--- src/rtl/core/assert_macros.svh ---
// shared assertion macros
`ifndef ASSERT_MACROS_SVH
`define ASSERT_MACROS_SVH

// implication checked at every clock edge outside reset
`define ASSERT_IMPLY(label, clk, rst_n, cond, prop, msg) \
    label: assert property (@(posedge clk) disable iff (!rst_n) (cond) |-> (prop)) \
        else $error(msg);

// implication checked in the cycle after the condition
`define ASSERT_NEXT(label, clk, rst_n, cond, prop, msg) \
    label: assert property (@(posedge clk) disable iff (!rst_n) (cond) |=> (prop)) \
        else $error(msg);

`endif

--- src/rtl/core/tpfr_pkg.sv ---
`timescale 1ns / 1ps

package tpfr_pkg;

    typedef enum logic [2:0] {
        REG_ZERO_LEVEL    = 3'd0,
        REG_HYSTERESIS    = 3'd1,
        REG_PERIOD        = 3'd2,
        REG_MIN_DELAY     = 3'd3,
        REG_MAX_DELAY     = 3'd4,
        REG_LOW_LIMIT     = 3'd5,
        REG_HIGH_LIMIT    = 3'd6,
        REG_MIN_CURRENT   = 3'd7
    } t_reg_index;

    localparam logic [1:0]  OUT_CHANNEL     = 2'd3;
    localparam logic [11:0] PHASE_OFFSET    = 12'd511;
    localparam logic [11:0] OUT_OFFSET      = 12'd255;
    localparam logic [7:0]  EDGE_MAX        = 8'd255;
    localparam logic [7:0]  EDGE_WIN_LO     = 8'd4;
    localparam logic [7:0]  EDGE_WIN_HI     = 8'd11;
    localparam logic [9:0]  CURRENT_MARGIN  = 10'd26;
    localparam logic [9:0]  BIG_STEP        = 10'd3;
    localparam logic [20:0] HIGH_MARGIN     = 21'd30;

    localparam logic signed [9:0] RST_ZERO_LEVEL  = 10'sd10;
    localparam logic [7:0]        RST_HYSTERESIS  = 8'd15;
    localparam logic [7:0]        RST_PERIOD      = 8'd75;
    localparam logic [7:0]        RST_MIN_DELAY   = 8'd47;
    localparam logic [7:0]        RST_MAX_DELAY   = 8'd180;
    localparam logic [17:0]       RST_LOW_LIMIT   = 18'd17250;
    localparam logic [17:0]       RST_HIGH_LIMIT  = 18'd19125;
    localparam logic [9:0]        RST_MIN_CURRENT = 10'd40;
    localparam logic [7:0]        RST_DELAY       = 8'd47;

endpackage

--- src/rtl/core/three_phase_firing_regulator.sv ---
// three-phase firing regulator
// input channel: i_sample_valid / o_sample_ready carry one 10-bit converter sample per
// transaction, in a fixed channel rotation 0, 1, 2, 3, 0, ... starting at channel 0
// output channel: o_result_valid / i_result_ready carry one result per input sample:
// channel, offset-removed value, fire request with phase and delay, enable, leds,
// and at the end of a regulation period the delay step report and edge count
// latency: a result is valid the cycle after its sample is accepted
// throughput: one sample per cycle while the receiver takes results, set by the single output register
// o_sample_ready is high whenever the output register is empty or being drained,
// so a stalled receiver holds the current result and stalls the input one-for-one
// configuration: apb registers at byte address 4*i, written with psel, penable,
// pwrite high; pready is always high and prdata returns the register contents
// reset (synchronous, active low): rotation back to channel 0, edge and sum state
// cleared, firing enabled, delay setting 47, leds off, registers to defaults
`timescale 1ns / 1ps
`include "assert_macros.svh"

module three_phase_firing_regulator
    import tpfr_pkg::*;
(
    input  logic               i_clk,
    input  logic               i_rst_n,
    input  logic               i_sample_valid,
    output logic               o_sample_ready,
    input  logic [9:0]         i_sample,
    output logic               o_result_valid,
    input  logic               i_result_ready,
    output logic [1:0]         o_channel,
    output logic signed [10:0] o_stored_value,
    output logic               o_fire_request,
    output logic [1:0]         o_fire_phase,
    output logic [7:0]         o_fire_delay,
    output logic               o_enabled,
    output logic               o_green_led,
    output logic               o_red_led,
    output logic               o_period_done,
    output logic [7:0]         o_delay_setting,
    output logic               o_delay_changed,
    output logic [7:0]         o_edge_report,
    input  logic               psel,
    input  logic               penable,
    input  logic               pwrite,
    input  logic [4:0]         paddr,
    input  logic [31:0]        pwdata,
    output logic [31:0]        prdata,
    output logic               pready
);

    logic signed [9:0]  r_zero_level;
    logic [7:0]         r_hysteresis;
    logic [7:0]         r_period_samples;
    logic [7:0]         r_min_delay;
    logic [7:0]         r_max_delay;
    logic [17:0]        r_low_limit;
    logic [17:0]        r_high_limit;
    logic [9:0]         r_min_current;

    logic [1:0]         r_next_channel;
    logic [2:0]         r_rising_seen;
    logic [2:0]         r_falling_seen;
    logic [7:0]         r_edge_count;
    logic signed [19:0] r_voltage_sum;
    logic [7:0]         r_sample_count;
    logic               r_enable_flag;
    logic [7:0]         r_delay_value;
    logic [7:0]         r_reported_delay;
    logic [1:0]         r_led_levels;

    logic               r_out_valid;
    logic [1:0]         r_channel;
    logic signed [10:0] r_stored_value;
    logic               r_fire_request;
    logic [1:0]         r_fire_phase;
    logic [7:0]         r_fire_delay;
    logic               r_period_done;
    logic               r_delay_changed;
    logic [7:0]         r_edge_report;

    logic [2:0]         n_rising_seen;
    logic [2:0]         n_falling_seen;
    logic [7:0]         n_edge_count;
    logic signed [19:0] n_voltage_sum;
    logic [7:0]         n_sample_count;
    logic               n_enable_flag;
    logic [7:0]         n_delay_value;
    logic [7:0]         n_reported_delay;
    logic [1:0]         n_led_levels;
    logic signed [10:0] n_stored_value;
    logic               n_fire_request;
    logic [1:0]         n_fire_phase;
    logic [7:0]         n_fire_delay;
    logic               n_period_done;
    logic               n_delay_changed;
    logic [7:0]         n_edge_report;

    logic               in_accept;
    logic               cfg_write;
    t_reg_index         reg_index;

    logic signed [11:0] raw;
    logic signed [11:0] value;
    logic signed [11:0] band_hi;
    logic signed [11:0] band_lo;
    logic               edge_hit;
    logic signed [20:0] sum_ext;
    logic               en;
    logic [9:0]         d;
    logic [9:0]         mn;

    assign pready         = 1'b1;
    assign cfg_write      = psel & penable & pwrite & pready;
    assign reg_index      = t_reg_index'(paddr[4:2]);
    assign o_sample_ready = !r_out_valid || i_result_ready;
    assign in_accept      = i_sample_valid && o_sample_ready;

    always_comb begin
        prdata = '0;
        unique case (reg_index)
            REG_ZERO_LEVEL:  prdata = {{22{r_zero_level[9]}}, r_zero_level};
            REG_HYSTERESIS:  prdata = {24'd0, r_hysteresis};
            REG_PERIOD:      prdata = {24'd0, r_period_samples};
            REG_MIN_DELAY:   prdata = {24'd0, r_min_delay};
            REG_MAX_DELAY:   prdata = {24'd0, r_max_delay};
            REG_LOW_LIMIT:   prdata = {14'd0, r_low_limit};
            REG_HIGH_LIMIT:  prdata = {14'd0, r_high_limit};
            REG_MIN_CURRENT: prdata = {22'd0, r_min_current};
        endcase
    end

    always_comb begin
        raw     = {2'b00, i_sample};
        band_hi = {{2{r_zero_level[9]}}, r_zero_level} + {4'd0, r_hysteresis};
        band_lo = {{2{r_zero_level[9]}}, r_zero_level} - {4'd0, r_hysteresis};

        n_rising_seen    = r_rising_seen;
        n_falling_seen   = r_falling_seen;
        n_edge_count     = r_edge_count;
        n_voltage_sum    = r_voltage_sum;
        n_sample_count   = r_sample_count;
        n_enable_flag    = r_enable_flag;
        n_delay_value    = r_delay_value;
        n_reported_delay = r_reported_delay;
        n_led_levels     = r_led_levels;
        n_fire_request   = 1'b0;
        n_fire_phase     = 2'd0;
        n_fire_delay     = 8'd0;
        n_period_done    = 1'b0;
        n_delay_changed  = 1'b0;
        n_edge_report    = 8'd0;
        edge_hit         = 1'b0;
        sum_ext          = '0;
        en               = 1'b0;
        d                = {2'b00, r_delay_value};
        mn               = {2'b00, r_min_delay};

        if (r_next_channel != OUT_CHANNEL) begin
            value = raw - PHASE_OFFSET;
            if (value > band_hi && !r_rising_seen[r_next_channel]) begin
                n_rising_seen[r_next_channel] = 1'b1;
                edge_hit = 1'b1;
                if (r_enable_flag) begin
                    n_fire_request = 1'b1;
                    n_fire_phase   = r_next_channel;
                    n_fire_delay   = r_delay_value;
                end
            end
            if (value < band_lo) begin
                n_rising_seen[r_next_channel] = 1'b0;
                if (!r_falling_seen[r_next_channel]) begin
                    n_falling_seen[r_next_channel] = 1'b1;
                    edge_hit = 1'b1;
                end
            end
            if (value > band_hi) begin
                n_falling_seen[r_next_channel] = 1'b0;
            end
            if (edge_hit && r_edge_count != EDGE_MAX) begin
                n_edge_count = r_edge_count + 8'd1;
            end
        end else begin
            value          = raw - OUT_OFFSET;
            n_voltage_sum  = r_voltage_sum + {{8{value[11]}}, value};
            n_sample_count = r_sample_count + 8'd1;
            if (n_sample_count >= r_period_samples) begin
                sum_ext = {n_voltage_sum[19], n_voltage_sum};
                en = (r_edge_count > EDGE_WIN_LO) && (r_edge_count < EDGE_WIN_HI);
                if (sum_ext < signed'({11'd0, r_min_current}) && d > mn + CURRENT_MARGIN) begin
                    en = 1'b0;
                end
                if (en) begin
                    n_led_levels = 2'b00;
                end else begin
                    n_led_levels = 2'b11;
                    d = mn;
                end
                if (sum_ext < signed'({3'd0, r_low_limit})) begin
                    if (d < {2'b00, r_max_delay}) begin
                        d = d + 10'd1;
                    end
                    n_led_levels[0] = 1'b1;
                end
                if (sum_ext > signed'({3'd0, r_high_limit})) begin
                    if (d > mn) begin
                        d = d - 10'd1;
                    end
                    n_led_levels[1] = 1'b1;
                end
                if (sum_ext > signed'({3'd0, r_high_limit} + HIGH_MARGIN)
                    && d > mn + BIG_STEP) begin
                    d = d - BIG_STEP;
                end
                n_enable_flag    = en;
                n_delay_value    = d[7:0];
                n_delay_changed  = d[7:0] != r_reported_delay;
                n_reported_delay = d[7:0];
                n_edge_report    = r_edge_count;
                n_period_done    = 1'b1;
                n_sample_count   = 8'd0;
                n_voltage_sum    = '0;
                n_edge_count     = 8'd0;
            end
        end
        n_stored_value = value[10:0];
    end

    always_ff @(posedge i_clk) begin
        if (!i_rst_n) begin
            r_zero_level     <= RST_ZERO_LEVEL;
            r_hysteresis     <= RST_HYSTERESIS;
            r_period_samples <= RST_PERIOD;
            r_min_delay      <= RST_MIN_DELAY;
            r_max_delay      <= RST_MAX_DELAY;
            r_low_limit      <= RST_LOW_LIMIT;
            r_high_limit     <= RST_HIGH_LIMIT;
            r_min_current    <= RST_MIN_CURRENT;
            r_next_channel   <= 2'd0;
            r_rising_seen    <= 3'd0;
            r_falling_seen   <= 3'd0;
            r_edge_count     <= 8'd0;
            r_voltage_sum    <= '0;
            r_sample_count   <= 8'd0;
            r_enable_flag    <= 1'b1;
            r_delay_value    <= RST_DELAY;
            r_reported_delay <= 8'd0;
            r_led_levels     <= 2'b00;
            r_out_valid      <= 1'b0;
        end else begin
            if (cfg_write) begin
                unique case (reg_index)
                    REG_ZERO_LEVEL:  r_zero_level     <= signed'(pwdata[9:0]);
                    REG_HYSTERESIS:  r_hysteresis     <= pwdata[7:0];
                    REG_PERIOD:      r_period_samples <= pwdata[7:0];
                    REG_MIN_DELAY:   r_min_delay      <= pwdata[7:0];
                    REG_MAX_DELAY:   r_max_delay      <= pwdata[7:0];
                    REG_LOW_LIMIT:   r_low_limit      <= pwdata[17:0];
                    REG_HIGH_LIMIT:  r_high_limit     <= pwdata[17:0];
                    REG_MIN_CURRENT: r_min_current    <= pwdata[9:0];
                endcase
            end
            if (in_accept) begin
                r_next_channel   <= r_next_channel + 2'd1;
                r_rising_seen    <= n_rising_seen;
                r_falling_seen   <= n_falling_seen;
                r_edge_count     <= n_edge_count;
                r_voltage_sum    <= n_voltage_sum;
                r_sample_count   <= n_sample_count;
                r_enable_flag    <= n_enable_flag;
                r_delay_value    <= n_delay_value;
                r_reported_delay <= n_reported_delay;
                r_led_levels     <= n_led_levels;
                r_out_valid      <= 1'b1;
            end else if (i_result_ready) begin
                r_out_valid      <= 1'b0;
            end
        end
    end

    // result payload
    always_ff @(posedge i_clk) begin
        if (in_accept) begin
            r_channel       <= r_next_channel;
            r_stored_value  <= n_stored_value;
            r_fire_request  <= n_fire_request;
            r_fire_phase    <= n_fire_phase;
            r_fire_delay    <= n_fire_delay;
            r_period_done   <= n_period_done;
            r_delay_changed <= n_delay_changed;
            r_edge_report   <= n_edge_report;
        end
    end

    assign o_result_valid  = r_out_valid;
    assign o_channel       = r_channel;
    assign o_stored_value  = r_stored_value;
    assign o_fire_request  = r_fire_request;
    assign o_fire_phase    = r_fire_phase;
    assign o_fire_delay    = r_fire_delay;
    assign o_enabled       = r_enable_flag;
    assign o_green_led     = r_led_levels[0];
    assign o_red_led       = r_led_levels[1];
    assign o_period_done   = r_period_done;
    assign o_delay_setting = r_delay_value;
    assign o_delay_changed = r_delay_changed;
    assign o_edge_report   = r_edge_report;

    `ASSERT_IMPLY(a_fire_when_enabled, i_clk, i_rst_n, o_result_valid && o_fire_request, o_enabled && o_channel != OUT_CHANNEL, "fire request while disabled or on output channel")
    `ASSERT_IMPLY(a_period_on_out, i_clk, i_rst_n, o_result_valid && o_period_done, o_channel == OUT_CHANNEL, "period end on a phase channel")
    `ASSERT_IMPLY(a_change_at_period, i_clk, i_rst_n, o_result_valid && o_delay_changed, o_period_done, "delay change outside period end")
    `ASSERT_NEXT(a_rotation, i_clk, i_rst_n, in_accept, r_next_channel == $past(r_next_channel) + 2'd1 && o_channel == $past(r_next_channel), "channel rotation broken")

endmodule
--- config.mk ---
export PLATFORM = sky130hd
export DESIGN_NAME = three_phase_firing_regulator
export DESIGN_NICKNAME = d
export VERILOG_FILES = /design/src/rtl/core/tpfr_pkg.sv /design/src/rtl/core/three_phase_firing_regulator.sv
export VERILOG_INCLUDE_DIRS = /design/src /design/src/rtl/core
export SDC_FILE = /design/constraint.sdc
export NUM_CORES = 1
export LEC_CHECK = 0
export BUFFER_PORTS_ARGS = -buffer_cell sky130_fd_sc_hd__buf_2
export CAP_MARGIN = 20
export CORE_MARGIN = 2
export CORE_UTILIZATION = 25
export CTS_CLUSTER_DIAMETER = 60
export DETAILED_ROUTE_END_ITERATION = 8
export GPL_TIMING_DRIVEN = 0
export PLACE_DENSITY = 0.39
export SLEW_MARGIN = 10
export SYNTH_ARGS = -nofsm -noshare
export SYNTH_HDL_FRONTEND = slang
export SYNTH_SLANG_ARGS = --single-unit
--- constraint.sdc ---
create_clock -name i_clk -period 36.3 [get_ports i_clk]
set_input_delay 7.26 -clock i_clk [delete_from_list [all_inputs] [get_ports i_clk]]
set_output_delay 7.26 -clock i_clk [all_outputs]
set_load 0.02 [all_outputs]
==> impl.org <==
** Status
- The run finished with clean final reports.

** Setup path
- Kind of cell adding the most delay to the critical path :: compound AO/OA/AOI/OAI gates
- For the worst setup path, the data required time is 36510 ps.
- Along the worst path, the maximum fanout reaches 10.
- Buffer and inverter count on the worst path :: 4
- The critical path runs through a total of 54 cells.
- Measured in cells, the most critical reg-to-reg path has a length of 50.
- Setup slack on the worst flop-to-flop path :: 22830 ps
- Worst R2R Start :: r_voltage_sum[2]
- Following the worst setup path forward leads to its endpoint at o_delay_changed.
- Crit Path Category :: in2reg
- Data arrival, critical path :: 21190 ps
- The cell that appears most often on the critical path is ha_1.
- The endpoint identified for the worst register-to-register timing path is o_delay_changed.
- In this design, the stage delay of the slowest critical-path cell is 870 ps.
- Critical Path Source Type :: input pin
- Worst setup EP type :: register
- For this design, the slowest cell found on the critical path is xor2_1.
- Worst setup path startpoint :: i_sample[0]

** Logic synthesis
- For this run, asynchronously set or reset flops after synthesis account for 0%.
- Synthesis produced a netlist with a net count of 1990.
- Cell variety after synth :: 93
- Synth top area share :: 20.68%
- Synthesis inferred 183 register bits.
- Yosys mapped a number of flops with a built-in enable equal to 34.
- Largest area contributor in the synthesized netlist :: dfxtp_1
- In the synthesized netlist the dominant register cell turns out to be dfxtp_1.
- Summed instance area of the synthesized netlist :: 14430 sq um
- The Yosys step of the flow raised 0 warnings.
- Counting every instance in the synthesized netlist gives 1762.
- After synthesis, flip-flops and latches occupy 27.76% of the total area.
- The average instance in the mapped netlist occupies 8.187 sq um.
- Cell types with the largest area share after synthesis :: dfxtp_1 21%, ha_1 15%, edfxtp_1 7.1%

** Finish
- Number of antenna repair diodes :: 0
- Layout Nets :: 2122
- Final Core Density :: 28.90%
- In the layout the commonest cells are 211 x nand2_1, 171 x ha_1, 149 x dfxtp_1.
- After filler insertion, the fill cell instance count of the layout stands at 6187.
- The area growth from synthesis to layout is 14.94%.
- Leaving out fill and tap cells, the most frequent cell in the layout is nand2_1.
- In the final layout, the share of cells above drive strength 1 is 11.69%.

** Clocking
- Buffers inserted during clock tree synthesis total 17.
- Post-CTS Resized :: 0
- H-tree levels :: 4
- Skew-Pair Late Insertion Delay :: 480 ps
- Clock tree from TritonCTS :: built
- In this run the post-CTS setup repair buffer count came out at 0.
- # hold bufs at CTS :: 0
- Clock root buffer :: clkbuf_16
- After clock tree synthesis, the clock-pin slew on the worst setup and hold paths is 80 ps.
- The longest clock path from root to sink contains 2 buffers.
- Clock sink total :: 183

** Place
- Input and output buffers added on the ports amount to 108.
- Half-perimeter wire length after placement :: 42530 microns
- Final weighted congestion in routability-driven placement :: 0.8872

** Route
- The routed layout has 13260 vias.
- In the routed layout, each cell is associated on average with a via count of 4.962.
- Dividing the detail-routed wire length by the instance count gives 20.07 microns.
- For this run, design rule violations remaining after detail routing come to 0.
- In this run the remaining antenna-violating nets after routing total 0.
- Number of design-rule violations left by the first detailed-router iteration :: 859
- Before antenna repair, the detailed router went through 5 iterations.
- After detailed routing, the total wire length is 53630 microns.

** Global route
- Via count of the first global-routing pass :: 12660
- Overflow left after global routing :: 0
- Antenna violations before repair :: 0
- The first global-routing pass estimated 80580 microns of wire.
- Entering global routing, the biggest net connects 39 pins.
- Total GRT Usage :: 17.95%

** Die
- Core area :: 57370 sq um
- The die is 244.2 microns tall.
- Overall die width :: 244.2 microns
- Once the floorplan was initialized, standard cells occupied 25.15% of the core.
- Row cnt :: 88
- Floorplan die area :: 59640 sq um
- Number of placed I/O pins :: 134

** STA
- Tmin final :: 20990 ps
- Setup repair after global routing left no endpoint under its margin.
- Final setup TNS :: 0 ps
- The clock arrives with 19.14 ps of skew.
- Number of max-slew violations in the final report :: 0
- Achievable frequency :: 0.04765 GHz
- The hold violation total from the final report is 0.
- Setup-failing EPs final :: 0
- Period Utilization, post-route :: 57.81%
- Worst rel slew slack :: 17.85%
- Worst-Margin Slew :: 1219 ps

** Power and ir drop
- Static Leak :: 6.841 nW
- Maximum vdd ir drop :: 0.03896 mV
- Power per cell area :: 32.15 nW/um^2

** Hold path
- HP Class :: reg2reg

** Run
- Number of violations of the max-capacitance limit :: 0
==> stage by stage <==
step | hold WS, ps | power [mW] | std cells | setup WS, ps | instance area [sq um]
after global placement | 444.8 | 0.3347 | 2635 | 14770 | 15920
final | 459.5 | 0.5331 | 2672 | 15310 | 16580
after floorplan | 431.3 | 0.2977 | 1762 | 18580 | 14430
after global routing | 487.8 | 0.5592 | 2672 | 14230 | 16580
after detailed placement | 451.8 | 0.3360 | 2639 | 14860 | 15970
after CTS | 460.3 | 0.5386 | 2671 | 15280 | 16570
==> layout make-up <==
type	instances	area [sq um]	area share, %
Buffer	90	429.2	2.588
Clock buffer	19	434.2	2.618
Clock inverter	13	165.2	0.9961
Inverter	129	485.5	2.928
Multi-Input combinational cell	1360	9529	57.47
Sequential cell	183	4004	24.15
Tap cell	765	957.2	5.773
Timing Repair Buffer	113	576.8	3.479
==> kinds of logic (layout without fill, tap and decap cells) <==
logic type / count (synthesis) / after routing / synth area share [%]
AO/OA/AOI/OAI: 445 / 445 / 20.43
adder cells (fa/ha/maj): 176 / 176 / 15.39
XOR/XNOR: 116 / 116 / 7.321
multiplexers: 44 / 44 / 3.626
buffers and inverters: 219 / 364 / 6.332
other: 1 / 1 / 0.02600
flip-flops: 183 / 183 / 27.76
AND/OR/NAND/NOR: 578 / 578 / 19.13
==> sequential cells by signal (all words and copies together) (netlist names), 10 cells and up, named ones only <==
| name | count |
|---|---|
| r_voltage_sum | 20 |
| r_high_limit | 18 |
| r_low_limit | 18 |
| o_stored_value | 11 |
| r_min_current | 10 |
| r_zero_level | 10 |
==> cells in the mapped netlist (4+ instances only) <==
library cell    n
a211o_1         7
a211oi_1       15
a21boi_0        5
a21o_1         35
a21oi_1       137
a221oi_1        4
a22o_1         13
a22oi_1         5
a311oi_1        5
a31oi_1        14
and2_1         23
and3_1         15
buf_1           7
buf_2           5
buf_4          17
clkbuf_1       56
clkbuf_2        4
dfxtp_1       149
edfxtp_1       34
ha_1          171
inv_1         127
mux2_2          6
mux2i_1        32
mux4_2          6
nand2_1       211
nand2b_1       17
nand3_1        66
nand4_1        28
nor2_1        128
nor2b_1        22
nor3_1         24
nor3b_1         6
nor4_1          8
o211ai_1       47
o21a_1         29
o21ai_0        73
o21ai_1         5
o21bai_1        6
or2_2           5
xnor2_1        77
xor2_1         36
==> metal layers <==
layer / track usage [%] / wire length [microns] / up-vias / share of wire, %
li1: - / - / 6503 / -
met1: 26.00 / 26820 / 6388 / 50
met2: 28.13 / 23760 / 333 / 44
met3: 2.239 / 2282 / 34 / 4.3
met4: 4.268 / 773 / 0 / 1.4
met5: 0 / 0 / - / 0
==> report_power, final <==
| part | switching (mW) | total (mW) | internal [mW] |
|---|---|---|---|
| clock | 0.0970 | 0.202 | 0.105 |
| combinational | 0.0753 | 0.117 | 0.0412 |
| sequential | 0.00309 | 0.215 | 0.212 |
| total | 0.175 | 0.533 | 0.358 |
==> how the worst min path moves through the flow <==
| stage | from | end | slack (ps) | depth (start not counted) |
|---|---|---|---|---|
| 2_1_floorplan | register | register | 430 | 2 |
| 3_3_place_gp | r_voltage_sum[0] | r_voltage_sum[0] | 440 | 2 |
| 3_5_place_dp | r_voltage_sum[8] | r_voltage_sum[8] | 450 | 2 |
| 4_1_cts | r_voltage_sum[0] | r_voltage_sum[0] | 460 | 2 |
| 5_1_grt | r_voltage_sum[8] | r_voltage_sum[8] | 490 | 2 |
| 6_report | r_voltage_sum[8] | r_voltage_sum[8] | 460 | 2 |
==> tightest hold or removal path: stages, from the launching register on <==
cell,delay (ps)
dfxtp_1,320
nand2_1,50
a21oi_1,50
Note: power is estimated with default switching activity, not from simulation.
